<file path="src/rtl/sdcp_pkg.sv">
// Shared constants, types and helper functions for the serial drive command parser.
// No dependencies.
`default_nettype none
package sdcp_pkg;
   localparam int LINE_MAX_DEFAULT = 64;
   localparam logic [15:0] TIMEOUT_RESET = 16'd400;
   localparam logic [0:0] OP_TICK = 1'b0;
   localparam logic [0:0] OP_BYTE = 1'b1;
   localparam int QUEUE_DEPTH = 2;

   // Number collector states.
   localparam logic [1:0] NUM_WAIT  = 2'd0;  // start of the number not reached
   localparam logic [1:0] NUM_FIRST = 2'd1;  // next kept character is the first
   localparam logic [1:0] NUM_DIG   = 2'd2;  // collecting digits
   localparam logic [1:0] NUM_STOP  = 2'd3;  // number ended

   // ceil(2^23 / 7): exact quotient by seven for dividends below 2^21
   localparam logic [20:0] RECIP_7 = 21'd1198373;

   // Classified event handed from the front end to the back end.
   typedef struct packed {
      logic       is_byte;
      logic       keep;
      logic       newline;
      logic [7:0] ch;
   } event_type;

   // Running decimal value, kept modulo 2^16.
   typedef struct packed {
      logic [1:0]  st;
      logic        neg;
      logic [15:0] acc;
   } num_type;

   localparam num_type NUM_IDLE  = {NUM_WAIT, 1'b0, 16'd0};
   localparam num_type NUM_ARMED = {NUM_FIRST, 1'b0, 16'd0};

   function automatic logic keep_char(input logic [7:0] c);
      return (c >= "0" && c <= "9") || (c >= "A" && c <= "Z") ||
             (c >= "a" && c <= "z") || c == "," || c == ":" || c == "-";
   endfunction

   function automatic logic [7:0] upper(input logic [7:0] c);
      return (c >= "a" && c <= "z") ? (c - 8'd32) : c;
   endfunction

   function automatic num_type num_step(input num_type n, input logic [7:0] c);
      num_type r;
      logic    digit;
      digit = (c >= "0" && c <= "9");
      r = n;
      case (n.st)
         NUM_FIRST: begin
            if (c == "-") begin
               r.neg = 1'b1;
               r.st  = NUM_DIG;
            end else if (digit) begin
               r.acc = 16'(c - "0");
               r.st  = NUM_DIG;
            end else begin
               r.st = NUM_STOP;
            end
         end
         NUM_DIG: begin
            if (digit) begin
               r.acc = (n.acc << 3) + (n.acc << 1) + 16'(c - "0");
            end else begin
               r.st = NUM_STOP;
            end
         end
         default: ;
      endcase
      return r;
   endfunction

   function automatic logic [15:0] num_value(input num_type n);
      return n.neg ? (16'd0 - n.acc) : n.acc;
   endfunction
endpackage
`default_nettype wire

</file>
<file path="src/rtl/serial_drive_command_parser.sv">
// Serial drive command parser, top level.
// Timing: a request is first written into the front queue; the response is registered on the result
// ports at acceptance for a tick, a kept or dropped byte and a CHK or HOME line end; a parsed
// line end then passes through the offset and scale, divide and map states.
// Throughput: one request per cycle while responses are popped at once; a parsed line
// end holds the back end until the map state is done; the front queue holds two requests.
// Synchronous active-high reset clears queue, line, speed, steering, idle count and
// response; timeout resets to 400 ms.
// Depends on sdcp_pkg, sdcp_front, sdcp_back.
`default_nettype none
module serial_drive_command_parser import sdcp_pkg::*; #(
   parameter int LINE_MAX = LINE_MAX_DEFAULT
) (
   input  wire logic        clock,
   input  wire logic        reset,
   input  wire logic        push,
   output logic             full,
   input  wire logic        req_operation,
   input  wire logic [7:0]  req_rx_byte,
   output logic             empty,
   input  wire logic        pop,
   output logic [7:0]       rsp_speed,
   output logic signed [15:0] rsp_steering,
   output logic             rsp_check_reply,
   output logic             rsp_home_request,
   output logic             rsp_line_done,
   input  wire logic        csr_we,
   input  wire logic [15:0] csr_wdata
);
   logic      ev_valid, ev_take;
   event_type ev_data;

   // front end: classify and queue requests
   sdcp_front u_front (
      .clock, .reset, .push, .full, .req_operation, .req_rx_byte,
      .ev_valid, .ev_data, .ev_take
   );

   // back end: line tracking, parse, steering map, result register
   sdcp_back #(.LINE_MAX(LINE_MAX)) u_back (
      .clock, .reset, .csr_we, .csr_wdata, .ev_valid, .ev_data, .ev_take,
      .empty, .pop, .rsp_speed, .rsp_steering, .rsp_check_reply,
      .rsp_home_request, .rsp_line_done
   );
endmodule
`default_nettype wire

</file>
<file path="src/rtl/sdcp_front.sv">
// Front end: accepts requests, classifies them, and queues them for the back end.
// Depends on sdcp_pkg.
`default_nettype none
module sdcp_front import sdcp_pkg::*; (
   input  wire logic       clock,
   input  wire logic       reset,
   input  wire logic       push,
   output logic            full,
   input  wire logic       req_operation,
   input  wire logic [7:0] req_rx_byte,
   output logic            ev_valid,
   output event_type       ev_data,
   input  wire logic       ev_take
);
   event_type q_ff [QUEUE_DEPTH];
   logic      wr_ff, wr_in, rd_ff, rd_in;
   logic [1:0] cnt_ff, cnt_in;
   logic      do_push;
   event_type ev;

   assign full = (cnt_ff == 2'(QUEUE_DEPTH));
   assign do_push = push && !full;
   assign ev_valid = (cnt_ff != 2'd0);
   assign ev_data = q_ff[rd_ff];

   always_comb begin
      ev.is_byte = (req_operation == OP_BYTE);
      ev.keep    = keep_char(req_rx_byte);
      ev.newline = (req_rx_byte == 8'h0a);
      ev.ch      = upper(req_rx_byte);
      wr_in  = do_push ? ~wr_ff : wr_ff;
      rd_in  = (ev_take && ev_valid) ? ~rd_ff : rd_ff;
      cnt_in = cnt_ff + 2'(do_push) - 2'(ev_take && ev_valid);
   end

   always_ff @(posedge clock) begin
      if (do_push) begin
         q_ff[wr_ff] <= ev;
      end
      if (reset) begin
         wr_ff <= 1'b0;
         rd_ff <= 1'b0;
         cnt_ff <= 2'd0;
      end else begin
         wr_ff <= wr_in;
         rd_ff <= rd_in;
         cnt_ff <= cnt_in;
      end
   end
endmodule
`default_nettype wire

</file>
<file path="src/rtl/sdcp_back.sv">
// Back end: line tracking, number collection, steering map, command state, result register.
// Depends on sdcp_pkg.
`default_nettype none
module sdcp_back import sdcp_pkg::*; #(
   parameter int LINE_MAX = LINE_MAX_DEFAULT
) (
   input  wire logic        clock,
   input  wire logic        reset,
   input  wire logic        csr_we,
   input  wire logic [15:0] csr_wdata,
   input  wire logic        ev_valid,
   input  event_type        ev_data,
   output logic             ev_take,
   output logic             empty,
   input  wire logic        pop,
   output logic [7:0]       rsp_speed,
   output logic signed [15:0] rsp_steering,
   output logic             rsp_check_reply,
   output logic             rsp_home_request,
   output logic             rsp_line_done
);
   localparam int LW = $clog2(LINE_MAX + 1);

   localparam logic [1:0] ST_IDLE = 2'd0;
   localparam logic [1:0] ST_MUL  = 2'd1;
   localparam logic [1:0] ST_DIV  = 2'd2;
   localparam logic [1:0] ST_MAP  = 2'd3;

   logic [1:0]    st_ff;
   logic [LW-1:0] len_ff;
   logic [7:0]    prev_ff;                 // last kept character of the line
   logic          sk_ff, pk_ff;            // key already seen in this line
   logic          m_chk_ff, m_home_ff;     // line so far spells the word
   num_type       one_ff, s_num_ff, p_num_ff;
   num_type       one_in, s_num_in, p_num_in;
   logic [15:0]   tmo_ff, idle_ff, idle_in;
   logic [7:0]    speed_ff;
   logic [15:0]   steer_ff;
   logic [15:0]   pval_ff;
   logic          neg_ff;
   logic [19:0]   mag_ff;
   logic [15:0]   quo_ff;
   logic          full_ff;
   logic [7:0]    o_speed_ff;
   logic [15:0]   o_steer_ff;
   logic          o_chk_ff, o_home_ff, o_done_ff;

   logic          clr, newline_byte, parse_now, store_ch, s_hit, p_hit;
   logic          is_chk, is_home, res_load;
   logic [7:0]    speed_now;
   logic [15:0]   steer_now, s_val, p_val;
   logic signed [16:0] sum;
   logic [16:0]   sum_mag;
   logic [40:0]   prod;
   logic [15:0]   m_signed, mapped;

   assign empty = !full_ff;
   assign rsp_speed = o_speed_ff;
   assign rsp_steering = o_steer_ff;
   assign rsp_check_reply = o_chk_ff;
   assign rsp_home_request = o_home_ff;
   assign rsp_line_done = o_done_ff;

   assign ev_take = (st_ff == ST_IDLE) && ev_valid && (!full_ff || pop);

   assign idle_in = (idle_ff != 16'hffff) ? idle_ff + 16'd1 : idle_ff;
   // a tick checks the advanced count, a byte the count before it
   assign clr = ev_data.is_byte ? (idle_ff >= tmo_ff) : (idle_in >= tmo_ff);
   assign speed_now = clr ? 8'd0 : speed_ff;
   assign steer_now = clr ? 16'd0 : steer_ff;

   assign newline_byte = ev_data.is_byte && ev_data.newline;
   assign store_ch = ev_data.is_byte && ev_data.keep && (len_ff < LW'(LINE_MAX));
   assign is_chk = m_chk_ff && (len_ff == LW'(3));
   assign is_home = m_home_ff && (len_ff == LW'(4));
   assign parse_now = ev_take && newline_byte && !is_chk && !is_home;
   assign res_load = (ev_take && !parse_now) || (st_ff == ST_MAP);

   // first "S:" or "P:" arms its collector for the next kept character
   assign s_hit = !sk_ff && (ev_data.ch == ":") && (prev_ff == "S");
   assign p_hit = !pk_ff && (ev_data.ch == ":") && (prev_ff == "P");
   assign one_in = (len_ff == '0) ? NUM_ARMED : num_step(one_ff, ev_data.ch);
   assign s_num_in = s_hit ? NUM_ARMED : num_step(s_num_ff, ev_data.ch);
   assign p_num_in = p_hit ? NUM_ARMED : num_step(p_num_ff, ev_data.ch);

   // missing key: fall back to the value collected from index one
   assign s_val = sk_ff ? num_value(s_num_ff) : num_value(one_ff);
   assign p_val = pk_ff ? num_value(p_num_ff) : num_value(one_ff);

   // (p+35)*200/70 = (p+35)*20/7, truncated toward zero
   assign sum = signed'({pval_ff[15], pval_ff}) + 17'sd35;
   assign sum_mag = sum[16] ? 17'(-sum) : 17'(sum);
   assign prod = 41'(mag_ff) * 41'(RECIP_7);
   assign m_signed = neg_ff ? (16'd0 - quo_ff) : quo_ff;
   assign mapped = m_signed - 16'd100;

   always_ff @(posedge clock) begin
      if (reset) begin
         st_ff <= ST_IDLE;
         len_ff <= '0; prev_ff <= '0; sk_ff <= 1'b0; pk_ff <= 1'b0;
         m_chk_ff <= 1'b1; m_home_ff <= 1'b1;
         one_ff <= NUM_IDLE; s_num_ff <= NUM_IDLE; p_num_ff <= NUM_IDLE;
         tmo_ff <= TIMEOUT_RESET;
         idle_ff <= '0; speed_ff <= '0; steer_ff <= '0;
         pval_ff <= '0; neg_ff <= 1'b0; mag_ff <= '0; quo_ff <= '0;
         full_ff <= 1'b0;
         o_speed_ff <= '0; o_steer_ff <= '0;
         o_chk_ff <= 1'b0; o_home_ff <= 1'b0; o_done_ff <= 1'b0;
      end else begin
         if (csr_we) tmo_ff <= csr_wdata;
         full_ff <= res_load || (full_ff && !pop);
         case (st_ff)
            ST_IDLE: begin
               if (ev_take) begin
                  o_chk_ff <= newline_byte && is_chk;
                  o_home_ff <= newline_byte && is_home;
                  o_done_ff <= newline_byte;
                  o_speed_ff <= speed_now;
                  o_steer_ff <= steer_now;
                  speed_ff <= parse_now ? s_val[7:0] : speed_now;
                  steer_ff <= steer_now;
                  pval_ff <= p_val;
                  if (!ev_data.is_byte) idle_ff <= idle_in;
                  else if (ev_data.newline) idle_ff <= '0;
                  if (newline_byte) begin
                     // start a fresh line
                     len_ff <= '0; prev_ff <= '0; sk_ff <= 1'b0; pk_ff <= 1'b0;
                     m_chk_ff <= 1'b1; m_home_ff <= 1'b1;
                     one_ff <= NUM_IDLE; s_num_ff <= NUM_IDLE; p_num_ff <= NUM_IDLE;
                  end else if (store_ch) begin
                     len_ff <= len_ff + LW'(1);
                     prev_ff <= ev_data.ch;
                     sk_ff <= sk_ff || s_hit;
                     pk_ff <= pk_ff || p_hit;
                     one_ff <= one_in; s_num_ff <= s_num_in; p_num_ff <= p_num_in;
                     case (len_ff)
                        LW'(0): begin
                           m_chk_ff <= m_chk_ff && (ev_data.ch == "C");
                           m_home_ff <= m_home_ff && (ev_data.ch == "H");
                        end
                        LW'(1): begin
                           m_chk_ff <= m_chk_ff && (ev_data.ch == "H");
                           m_home_ff <= m_home_ff && (ev_data.ch == "O");
                        end
                        LW'(2): begin
                           m_chk_ff <= m_chk_ff && (ev_data.ch == "K");
                           m_home_ff <= m_home_ff && (ev_data.ch == "M");
                        end
                        LW'(3): m_home_ff <= m_home_ff && (ev_data.ch == "E");
                        default: ;
                     endcase
                  end
                  st_ff <= parse_now ? ST_MUL : ST_IDLE;
               end
            end
            ST_MUL: begin
               neg_ff <= sum[16];
               mag_ff <= 20'({sum_mag, 4'b0000}) + 20'({sum_mag, 2'b00});
               st_ff <= ST_DIV;
            end
            ST_DIV: begin
               quo_ff <= prod[38:23];
               st_ff <= ST_MAP;
            end
            ST_MAP: begin
               steer_ff <= mapped;
               o_steer_ff <= mapped;
               o_speed_ff <= speed_ff;
               st_ff <= ST_IDLE;
            end
            default: st_ff <= ST_IDLE;
         endcase
      end
   end
endmodule
`default_nettype wire
</file>
<file path="config.mk">
export PLATFORM = sky130hd
export DESIGN_NAME = serial_drive_command_parser
export DESIGN_NICKNAME = d
export VERILOG_FILES = /design/src/rtl/sdcp_pkg.sv /design/src/rtl/serial_drive_command_parser.sv /design/src/rtl/sdcp_front.sv /design/src/rtl/sdcp_back.sv
export SDC_FILE = /design/constraint.sdc
export NUM_CORES = 1
export LEC_CHECK = 0
export ABC_CLOCK_PERIOD_IN_PS = 8000
export BUFFER_PORTS_ARGS = -buffer_cell sky130_fd_sc_hd__buf_2
export CAP_MARGIN = 20
export CORE_ASPECT_RATIO = 1.25
export CORE_MARGIN = 3
export CORE_UTILIZATION = 60
export CTS_CLUSTER_DIAMETER = 150
export CTS_CLUSTER_SIZE = 8
export DETAILED_ROUTE_END_ITERATION = 16
export GPL_TIMING_DRIVEN = 1
export HOLD_SLACK_MARGIN = 0.06
export PLACE_DENSITY = 0.75
export SYNTH_ARGS = -nofsm -noshare
export SYNTH_HDL_FRONTEND = slang
export SYNTH_SLANG_ARGS = --single-unit
</file>
<file path="constraint.sdc">
create_clock -name clock -period 8 [get_ports clock]
set_input_delay 1.2 -clock clock [delete_from_list [all_inputs] [get_ports clock]]
set_output_delay 1.2 -clock clock [all_outputs]
set_load 0.05 [all_outputs]
</file>
**After elaboration in Yosys (flattened, before gate mapping)**

Memories as Yosys holds them, arrays and structs flattened. A register that Yosys moved wholly into a read port is not among the register bits.
Index checks and enable logic that the tools add are counted.
Widths: inputs -> output; s select.

- Register bits after elaboration: 202
- Bits in writable memories: 22
- Output and inout bits: 29
- Logic and storage cells: 259
- Memories: 1

Memory list:

| name | words | bits a word | rd ports | clocked after Yosys merged registers in | wr ports | RTL line | source |
|---|---|---|---|---|---|---|---|
| u_front.q_ff | 2 | 11 | 1 | 1 | 1 | sdcp_front.sv:15 | `event_type q_ff [QUEUE_DEPTH];` |

- Add/sub/neg operators: 20
- Multiply operators: 1
- $lt $le $gt $ge: 11
- Eq/ne operators: 44
- Mux-type cells: 67
- Bitwise operators: 2
- Reductions and logical operators: 81

Operators by type and width:

| kind | number |
|---|---|
| $mux 16 | 14 |
| $mux 19 | 9 |
| $pmux 16 s2 | 4 |
| $add 16x16->16 | 6 |
| $eq 8x7->1 const B | 8 |
| $mux 8 | 8 |
| $sub 1x16->16 const A | 3 |
| $eq 8x6->1 const B | 5 |
| $mul 20x21->39 const B | 1 |
| $ge 16x16->1 | 2 |
| $logic_and 1x1->1 | 31 |
| $reduce_and 5->1 | 6 |
| $ne 4x1->1 const B | 6 |
| $ne 4x2->1 const B | 6 |
| $reduce_and 7->1 | 3 |
| $add 20x19->20 | 1 |
| $mux 1 | 19 |
| $reduce_bool 3->1 | 6 |
| $add 16x7->17 const B | 1 |
| $mux 17 | 1 |
| $neg 17->17 | 1 |
| $add 16x1->16 const B | 1 |
| $ge 8x6->1 const B | 2 |
| $ge 8x7->1 const B | 2 |
| 38 further kinds | 80 |

**Logic depth before layout (Yosys ltp)**

Gate-level depths: netlist of run 1.

- Depth in word-level cells: 10
- Gate-level depth with buffers: 22

**Hierarchy**

From an unflattened synthesis of run 1, not the netlist that was laid out.

- Cells, all modules: 2,222
- Area total of the unflattened synthesis: 19,065.8 µm²

Modules (own cells, without submodules):

| module | times used | cells each | area an instance (µm²) |
|---|---|---|---|
| sdcp_back | 1 | 2,134 | 17,854.6 |
| sdcp_front | 1 | 88 | 1,211.2 |

**Worst setup path before layout of run 1**

OpenSTA, ideal clock, no wires.

- Path kind: register to register
- Start point: reg u_back.mag_ff[17]
- End point: reg u_back.quo_ff[7]
- Library setup time: 0.117 ns
- Arrival time: 5.242 ns
- Path slack: 2.641 ns
- Cell stages (with the launch flop): 20
- Period minus slack after synthesis: 5.359 ns
- Cells stage by stage: dfxtp_1 > ha_1 > ha_1 > fa_1 > inv_1 > fa_1 > inv_1 > fa_1 > fa_1 > ha_1 > ha_1 > a211oi_1 > o21ai_0 > a21oi_1 > nor2b_1 > o21ai_0 > a21oi_1 > a221oi_1 > xnor2_1 > a22o_1

- Word-level cells in the longest chain between the ends: 1

RTL lines:

| item | RTL line | source |
|---|---|---|
| start: declaration | sdcp_back.sv:41 | `logic [19:0] mag_ff;` |
| start signal: assignment | sdcp_back.sv:158 | `mag_ff <= 20'({sum_mag, 4'b0000}) + 20'({sum_mag, 2'b00});` |
| $mul 20x21->39 | sdcp_back.sv:93 | `assign prod = 41'(mag_ff) * 41'(RECIP_7);` |
| end signal: assignment | sdcp_back.sv:162 | `quo_ff <= prod[38:23];` |
| end: declaration | sdcp_back.sv:42 | `logic [15:0] quo_ff;` |

Every way passes these cells.
A chain may end at the register's enable or synchronous reset.

**Worst setup path after layout of run 1**

- Start point: reg u_back.mag_ff[9]
- End point: reg u_back.quo_ff[7]

The elaborated chain is that of the path after synthesis.

==> results of run 1 <==
==> cell families after synthesis <==
kind of cell             Yosys count
buffers and inverters            293
flip-flops                       216
AO/OA/AOI/OAI                    482
XOR/XNOR                         172
other                              1
multiplexers                      68
adder cells (fa/ha/maj)          355
AND/OR/NAND/NOR                  640
==> worst max-delay path by stage <==
stage / depth (start not counted) / slack, ns / end
3_5_place_dp: 18 / 1.80 / u_back.quo_ff[7]
5_1_grt: 18 / 1.41 / u_back.quo_ff[7]
3_3_place_gp: 18 / 2.00 / u_back.quo_ff[8]
6_report: 18 / 1.84 / u_back.quo_ff[7]
2_1_floorplan: 19 / 2.64 / u_back.quo_ff[7]
4_1_cts: 18 / 1.79 / u_back.quo_ff[8]
==> flip-flops by register name, summed over array words and instances, names as in the netlist, 7 cells and up, named ones only <==
| register | cells |
|---|---|
| u_back.one_ff | 19 |
| u_back.speed_ff | 8 |
| u_back.p_num_ff | 19 |
| u_front.q_ff | 22 |
| u_back.len_ff | 7 |
| u_back.rsp_speed | 8 |
| u_back.s_num_ff | 11 |
| u_back.prev_ff | 8 |
| u_back.pval_ff | 16 |
| u_back.mag_ff | 18 |
| u_back.tmo_ff | 16 |
| u_back.quo_ff | 16 |
| u_back.steer_ff | 16 |
| u_back.idle_ff | 16 |
==> through the flow <==
step	area (µm²)	hold slack, ns
floorplan	19150	0.4181
global placement	19680	0.4241
detailed placement	19680	0.4304
CTS	20460	0.4429
global route	20500	0.4694
finish	20500	0.4392
==> placed cells by master (no fill, tap or decap), types with 18 or more instances in the layout <==
master / instances
sky130_fd_sc_hd__ha_1: 263
sky130_fd_sc_hd__nor2_1: 255
sky130_fd_sc_hd__inv_1: 207
sky130_fd_sc_hd__dfxtp_1: 194
sky130_fd_sc_hd__a21oi_1: 152
sky130_fd_sc_hd__nand2_1: 141
sky130_fd_sc_hd__xnor2_1: 118
sky130_fd_sc_hd__fa_1: 92
sky130_fd_sc_hd__o21ai_0: 87
sky130_fd_sc_hd__mux2i_1: 62
sky130_fd_sc_hd__buf_2: 57
sky130_fd_sc_hd__xor2_1: 52
sky130_fd_sc_hd__nor3_1: 52
sky130_fd_sc_hd__nand3_1: 34
sky130_fd_sc_hd__a22oi_1: 33
sky130_fd_sc_hd__clkbuf_16: 30
sky130_fd_sc_hd__a211oi_1: 29
sky130_fd_sc_hd__a21o_1: 28
sky130_fd_sc_hd__nand4_1: 25
sky130_fd_sc_hd__o211ai_1: 22
sky130_fd_sc_hd__edfxtp_1: 22
sky130_fd_sc_hd__nor2b_1: 20
sky130_fd_sc_hd__or3_1: 20
sky130_fd_sc_hd__o31ai_1: 20
sky130_fd_sc_hd__and3_1: 18
==> cell usage after synthesis, types with 5 or more instances <==
cell                        number  area, µm²
sky130_fd_sc_hd__nand2b_1       17      106.4
sky130_fd_sc_hd__a21oi_1       152      760.7
sky130_fd_sc_hd__buf_1           5      18.77
sky130_fd_sc_hd__xor2_1         52      455.4
sky130_fd_sc_hd__mux2i_1        62      620.6
sky130_fd_sc_hd__edfxtp_1       22      660.6
sky130_fd_sc_hd__nand4_1        25      156.4
sky130_fd_sc_hd__o41ai_1         8      70.07
sky130_fd_sc_hd__o21a_1         14      105.1
sky130_fd_sc_hd__nand2_1       141      529.3
sky130_fd_sc_hd__a211o_1         5      43.79
sky130_fd_sc_hd__or4_1           5      37.54
sky130_fd_sc_hd__clkbuf_1       67      251.5
sky130_fd_sc_hd__o21ai_0        87      435.4
sky130_fd_sc_hd__a32oi_1         5      43.79
sky130_fd_sc_hd__and3_1         18      112.6
sky130_fd_sc_hd__nor4_1          7      43.79
sky130_fd_sc_hd__fa_1           92       1842
sky130_fd_sc_hd__or2_2          11      68.82
sky130_fd_sc_hd__nor3_1         52      260.3
sky130_fd_sc_hd__xnor2_1       118       1033
sky130_fd_sc_hd__and2_1          9      56.30
sky130_fd_sc_hd__a22o_1         11      96.34
sky130_fd_sc_hd__or3_1          20      125.1
sky130_fd_sc_hd__a31oi_1        16      100.1
sky130_fd_sc_hd__a2111oi_0       7      61.31
sky130_fd_sc_hd__nor2b_1        20      125.1
sky130_fd_sc_hd__a211oi_1       29      217.7
sky130_fd_sc_hd__nor2_1        257      964.7
sky130_fd_sc_hd__and4_1          5      43.79
sky130_fd_sc_hd__o211ai_1       22      165.2
sky130_fd_sc_hd__buf_2           6      30.03
sky130_fd_sc_hd__dfxtp_1       194       3884
sky130_fd_sc_hd__inv_1         207      777.0
sky130_fd_sc_hd__o31ai_1        20      150.1
sky130_fd_sc_hd__mux2_2          6      67.56
sky130_fd_sc_hd__ha_1          263       3291
sky130_fd_sc_hd__a22oi_1        33      247.7
sky130_fd_sc_hd__a21o_1         28      210.2
sky130_fd_sc_hd__nand3_1        34      170.2
==> critical path, cell delays in order (launching register included) <==
cell	delay [ns]
sky130_fd_sc_hd__dfxtp_1	0.47
sky130_fd_sc_hd__ha_1	0.30
sky130_fd_sc_hd__ha_1	0.35
sky130_fd_sc_hd__inv_1	0.11
sky130_fd_sc_hd__fa_1	0.58
sky130_fd_sc_hd__fa_1	0.46
sky130_fd_sc_hd__fa_1	0.55
sky130_fd_sc_hd__inv_1	0.04
sky130_fd_sc_hd__ha_1	0.29
sky130_fd_sc_hd__ha_1	0.31
sky130_fd_sc_hd__a21oi_1	0.19
sky130_fd_sc_hd__o211ai_1	0.11
sky130_fd_sc_hd__nor4b_1	0.81
sky130_fd_sc_hd__o31ai_1	0.18
sky130_fd_sc_hd__o21ai_0	0.44
sky130_fd_sc_hd__a21oi_1	0.22
sky130_fd_sc_hd__a221oi_1	0.36
sky130_fd_sc_hd__xnor2_1	0.10
sky130_fd_sc_hd__a22o_1	0.20
==> power by group through the flow <==
| stage | sequential (W) | combinational, W | clock, W |
|---|---|---|---|
| 3_3_place_gp | 0.00137 | 0.00353 | 0 |
| 5_1_grt | 0.00138 | 0.00418 | 0.00119 |
| 3_5_place_dp | 0.00138 | 0.00364 | 0 |
| 4_1_cts | 0.00136 | 0.00369 | 0.00115 |
| 6_report | 0.00136 | 0.00369 | 0.00112 |
| 2_1_floorplan | 0.00133 | 0.00285 | 0 |
==> final cells by class <==
cell class / count / area [µm²]
clock buffers: 35 / 769.5
fillers: 2634 / 10670
repair buffers: 70 / 406.6
flip-flops and latches: 216 / 4544
inverters: 208 / 780.7
multi-input cells: 1718 / 13480
clock inverters: 1 / 16.27
well taps: 407 / 509.2
==> per-layer routing <==
| layer | wire (µm) | share of wire, % | up-vias | track usage, % |
|---|---|---|---|---|
| met2 | 23380 | 52 | 357 | 48.89 |
| met3 | 1790 | 4.0 | 94 | 2.902 |
| met5 | 0 | 0 | - | 0 |
| li1 | - | - | 7793 | - |
| met4 | 1428 | 3.2 | 0 | 8.856 |
| met1 | 18600 | 41 | 7613 | 30.25 |
==> PnR_summary.wiki, run 1 <==
{| class="wikitable"
! Metric !! Value
|-
| Switching part of the total power || a little under half
|-
| Flop2flop setup slack || roughly 1.8 ns
|-
| Pins Over Slew Limit || 0
|-
| Lkg Pwr || around 9.5 nW
|-
| Number of register bits inferred by synthesis || 216
|-
| Number of vias in the routed layout || 15860
|-
| Clk sink count || around 220
|-
| Chip height || 205.8 µm
|-
| Routed WL || about 45 mm
|-
| Clock root buffer || sky130_fd_sc_hd__clkbuf_16
|-
| Boundary Pins || 59
|-
| Outcome || complete, no violations
|-
| Top achievable clock speed || 162.2 MHz
|-
| Die outline area || roughly 0.034 mm²
|-
| Hold violation count in the final report || 0
|-
| Effective utilization at floorplan || 61.45%
|-
| Number of max-capacitance violations reported || 0
|-
| Startpoint of the worst setup timing path || u_back.mag_ff[9]
|-
| TritonCTS clock tree || built
|-
| Number of optimization iterations in the first detailed-route pass || 6
|-
| Number of instances in the synthesized netlist || roughly 2200
|-
| Number of H-tree branching levels || 1
|-
| Largest family of logic cells by synthesized area || adder cells
|-
| Per-instance average area after synthesis || ~8.6 µm²
|-
| Diodes inserted || 0
|-
| Half-perimeter wire length after detailed placement || around 35 mm
|-
| Weighted congestion reported at the end of routability-driven placement || roughly 0.91
|-
| Post-route DRC || 0
|-
| CP startpoint kind || flip-flop
|-
| Power spent charging and discharging nets || around 0.0028 W
|-
| Global-route wire length before repair || around 75 mm
|-
| Power share of the sequential group || between 20 and 25%
|-
| Design internal power || 0.003373 W
|-
| Number of buffer cells added on primary ports || 58
|-
| Number of warnings reported in the yosys synthesis log || 0
|-
| Via count of the first global-routing pass || approximately 16000
|-
| Multiplexer area fraction after synthesis || 3.593%
|-
| Number of clock buffers inserted by TritonCTS || 30
|-
| Proportion of layout cells with a drive suffix above 1 || 6.317%
|-
| Setup repair after global routing missed its margin || false
|-
| Depth of the worst hold-timing path || 1
|-
| Part of the total power dissipated in the clock network || a little under a fifth
|-
| Net count reported at finish || 2629
|-
| Reg2reg path depth || 18
|-
| Minimum clock period || roughly 6.2 ns
|-
| Clock latency reported for the late side of the worst-skew pair || between 0.5 and 0.6 ns
|-
| PnR worst setup slack || between 1.5 and 2 ns
|-
| Pre-CTS WS || approximately 1.8 ns
|-
| Combinational power share || between 50 and 60%
|-
| Initial detailed-routing violation count || 971
|-
| Share of flip-flops with an asynchronous set or reset after synthesis || 0%
|-
| Netlist area before placement || roughly 0.019 mm²
|-
| Number of synthesized flops with an enable pin || 22
|-
| Number of setup violations in the final report || 0
|-
| Total power of the final layout || between 0.006 and 0.007 W
|-
| DR WL/cell || 17.03 µm
|-
| CP required || 8.45 ns
|-
| Residual antenna-violating net count after detailed routing || 0
|-
| Total negative slack || 0 ns
|-
| Power density relative to cell area || 301.1 mW/mm²
|-
| CP Data Arrival Time || about 6.6 ns
|-
| Reg-to-reg endpoint || u_back.quo_ff[7]
|-
| Share of synthesized area occupied by flip-flops and latches || 23.72%
|-
| Count of placed standard cells including taps || between 2000 and 3000
|-
| Hold wc startpoint || u_back.m_chk_ff
|-
| Post-synthesis simple-gate area fraction || 15.68%
|-
| Overall overflow remaining after global route || 0
|-
| Worst Hold End || u_back.m_chk_ff
|-
| Number of antenna violations at the first check in global routing || 0
|-
| Std-Cell Rows || ~70
|-
| Post-cts repair resize count || 0
|-
| Relative area change from synthesis to final layout || 7.042%
|-
| Synthesized-area fraction occupied by ao, oa, aoi and oai cells || around 16%
|-
| Period Utilization, post-route || between 70% and 80%
|-
| Highest fanout seen on the critical path || 5
|-
| Post-Layout Cell Count || between 2000 and 3000
|-
| Path category of the worst min-delay check || reg2reg
|-
| Largest net degree at the start of global routing || between 90 and 100
|-
| Global Route Usage Sum || between 20% and 30%
|-
| Crit. End Element || flip-flop
|-
| Buffer count from post-CTS setup fixing || 0
|-
| Peak supply drop || ~340 µV
|-
| Worst slew margin relative to its limit || a little under a third
|-
| Worst reg2reg path startpoint || u_back.mag_ff[9]
|-
| Setup clock skew after layout || about 0.036 ns
|-
| Synth Area in Adders || between 20% and 30%
|-
| Count of hold buffers inserted by post-cts repair || 0
|-
| Finished Core Util || between 60% and 70%
|-
| Post-Synth XOR/XNOR Area || around 8%
|-
| Buffer levels on the longest clock path || 3
|-
| Die width || about 170 µm
|-
| Syn Nets || 2612
|-
| Clock transition at the registers of the reported paths || about 0.050 ns
|-
| Critical path class || reg2reg
|-
| Core Footprint || between 0.03 and 0.04 mm²
|-
| Unique cell type count in the Yosys netlist || between 80 and 90
|-
| Via count normalized by instance count || about 6.0
|-
| Main synth FF type || sky130_fd_sc_hd__dfxtp_1
|-
| Transition at the pin with the smallest max-transition slack || just over 1 ns
|}
Note: power is estimated with default switching activity, not from simulation.
==> run 2: changes to the inputs <==
--- a/config.mk
+++ b/config.mk
@@ -5,7 +5,7 @@
 export SDC_FILE = /design/constraint.sdc
 export NUM_CORES = 1
 export LEC_CHECK = 0
-export ABC_CLOCK_PERIOD_IN_PS = 8000
+export ABC_CLOCK_PERIOD_IN_PS = 5700
 export BUFFER_PORTS_ARGS = -buffer_cell sky130_fd_sc_hd__buf_2
 export CAP_MARGIN = 20
 export CORE_ASPECT_RATIO = 1.25
==> constraint.sdc (replaced) <==
create_clock -name clock -period 5.7 [get_ports clock]
set_input_delay 0.855 -clock clock [delete_from_list [all_inputs] [get_ports clock]]
set_output_delay 0.855 -clock clock [all_outputs]
set_load 0.05 [all_outputs]
==> PnR_summary.wiki, run 2 (synthesis results as in run 1) <==
{| class="wikitable"
! Metric !! Value
|-
| Dpl cell area || between 0.015 and 0.02 mm²
|-
| Post-layout instance area || ~0.021 mm²
|-
| TritonCTS clock tree || built
|-
| Cell with the largest stage delay on the worst path || sky130_fd_sc_hd__fa_1
|-
| Post-route DRC || 0
|-
| Number of antenna violations at the first check in global routing || 0
|-
| Combinational power share || between 60% and 70%
|-
| Hold violation count in the final report || 0
|-
| Finished Core Util || roughly two thirds
|-
| Number of vias in the routed layout || 15820
|-
| Diodes inserted || 0
|-
| Via count normalized by instance count || 5.931
|-
| Chip height || just over 200 µm
|-
| CP startpoint kind || flip-flop
|-
| Number of max-capacitance violations reported || 0
|-
| Die width || between 150 and 200 µm
|-
| Most flop-heavy register || u_front.q_ff
|-
| Clock latency reported for the late side of the worst-skew pair || 0.56 ns
|-
| CP Data Arrival Time || about 5.9 ns
|-
| Via count of the first global-routing pass || roughly 16000
|-
| Net count reported at finish || roughly 2600
|-
| Delay of the slowest critical-path stage || about 0.57 ns
|-
| Total area of sequential cells || about 0.0045 mm²
|-
| Power spent charging and discharging nets || about 0.0040 W
|-
| Combined buffer and inverter count along the critical path || 2
|-
| Power density relative to cell area || ~420 mW/mm²
|-
| Global Route Usage Sum || between 20% and 30%
|-
| Routed WL || between 40 and 50 mm
|-
| Core Footprint || between 0.03 and 0.04 mm²
|-
| Worst slew margin relative to its limit || 27.35%
|-
| Top achievable clock speed || roughly 180 MHz
|-
| Highest fanout seen on the critical path || 3
|-
| Reg2reg path depth || 19
|-
| Switching part of the total power || a little under half
|-
| Peak supply drop || around 410 µV
|-
| Number of setup violations in the final report || 0
|-
| Pins Over Slew Limit || 0
|-
| Number of gates on the worst path with buffers counted || 19
|-
| Total negative slack || 0 ns
|-
| Global-route wire length before repair || 74.33 mm
|-
| DR WL/cell || 16.73 µm
|-
| Half-perimeter wire length after detailed placement || about 35 mm
|-
| Depth of the worst hold-timing path || 1
|-
| Most common cell after layout, fill and taps aside || sky130_fd_sc_hd__ha_1
|-
| Buffer levels on the longest clock path || 3
|-
| Initial detailed-routing violation count || between 800 and 900
|-
| Lkg Pwr || 9.585 nW
|-
| Part of the total power dissipated in the clock network || about 18%
|-
| Std-Cell Rows || 72
|-
| Die outline area || 0.03412 mm²
|-
| Number of buffer cells added on primary ports || 58
|-
| List of cells traversed by the critical path || ha_1 > ha_1 > fa_1 > inv_1 > fa_1 > inv_1 > fa_1 > fa_1 > ha_1 > ha_1 > a211oi_2 > o21ai_0 > a21oi_1 > nor2b_1 > o21ai_2 > a211oi_1 > or4_1 > nand3_1 > a21oi_1
|-
| Boundary Pins || 59
|-
| CP required || about 6 ns
|-
| Registers with the most flip-flops || u_front.q_ff: 22 flops, u_back.one_ff: 19 flops, u_back.p_num_ff: 19 flops
|-
| Most used cells in the layout excluding fill and tap cells || sky130_fd_sc_hd__ha_1, sky130_fd_sc_hd__nor2_1, sky130_fd_sc_hd__inv_1
|-
| Minimum clock period || about 5.5 ns
|-
| Outcome || complete, no violations
|-
| Total power of the final layout || around 0.0087 W
|-
| Effective utilization at floorplan || roughly three fifths
|-
| Min Hold Slack || around 0.45 ns
|-
| Largest delay share family, worst path || adder cells
|-
| Design internal power || between 0.004 and 0.005 W
|-
| Largest net degree at the start of global routing || approximately 90
|-
| Largest register FFs || 22
|-
| Crit. End Element || flip-flop
|-
| Clk sink count || 216
|-
| Weighted congestion reported at the end of routability-driven placement || roughly 0.88
|-
| Layout fillers || approximately 2600
|-
| Setup clock skew after layout || around 0.015 ns
|-
| Critical path class || reg2reg
|-
| Number of clock buffers inserted by TritonCTS || 30
|-
| Relative area change from synthesis to final layout || 7.708%
|-
| Power share of the sequential group || a little over a fifth
|-
| Overall overflow remaining after global route || 0
|-
| Proportion of layout cells with a drive suffix above 1 || between 7 and 8%
|-
| Path category of the worst min-delay check || reg2reg
|-
| Clock transition at the registers of the reported paths || 0.05 ns
|-
| Number of optimization iterations in the first detailed-route pass || 5
|-
| Period Utilization, post-route || a little over nine tenths
|-
| Clock root buffer || sky130_fd_sc_hd__clkbuf_16
|-
| Multi-input logic area || 0.01353 mm²
|-
| Transition at the pin with the smallest max-transition slack || about 1.1 ns
|-
| Number of H-tree branching levels || 1
|-
| Residual antenna-violating net count after detailed routing || 0
|}
-- run 2: through the flow --
step / cells / worst slack [ns]
floorplan: 2227 / 0.3412
detailed placement: 2632 / -0.04316
CTS: 2667 / 0.06525
global placement: 2631 / 0.1142
finish: 2667 / 0.1629
global route: 2667 / -0.04148
-- run 2: repair_timing --
action / CTS / global route
gates resized for setup: 2 / 9
hold buffers: 0 / 0
setup buffers: 0 / 0
pin swaps: 0 / 3
endpoints found under the setup margin: 3 / 8
-- run 2: area by class of cell --
class / count / share of cell area, %
multi-input combinational: 1718 / 65.60
sequential: 216 / 22.03
inverter: 208 / 3.784
clock buffer: 34 / 3.712
tap: 407 / 2.468
timing repair buffer: 83 / 2.329
clock inverter: 1 / 0.07884
-- run 2: final timing paths --
path,from,endpoint,slack [ns]
worst max-delay path,u_back.mag_ff[19],u_back.quo_ff[8],0.16
worst min-delay path,u_back.m_chk_ff,u_back.m_chk_ff,0.45
worst max register to register,u_back.mag_ff[19],u_back.quo_ff[8],0.16
worst min register to register,u_back.m_chk_ff,u_back.m_chk_ff,0.45
-- run 2: power groups by stage --
stage / clock [W] / sequential [W] / combinational [W]
2_1_floorplan: 0 / 0.00186 / 0.00399
3_3_place_gp: 0 / 0.00191 / 0.00494
4_1_cts: 0.00159 / 0.00189 / 0.00522
6_report: 0.00157 / 0.00189 / 0.00525
5_1_grt: 0.00165 / 0.00192 / 0.00597
3_5_place_dp: 0 / 0.00192 / 0.00517
-- run 2: routing by layer --
metal	GRT usage (%)	wire (µm)	vias to the layer above
li1	-	-	7826
met1	30.27	18760	7613
met2	49.06	23260	299
met3	2.383	1465	79
met4	7.727	1143	0
met5	0	0	-
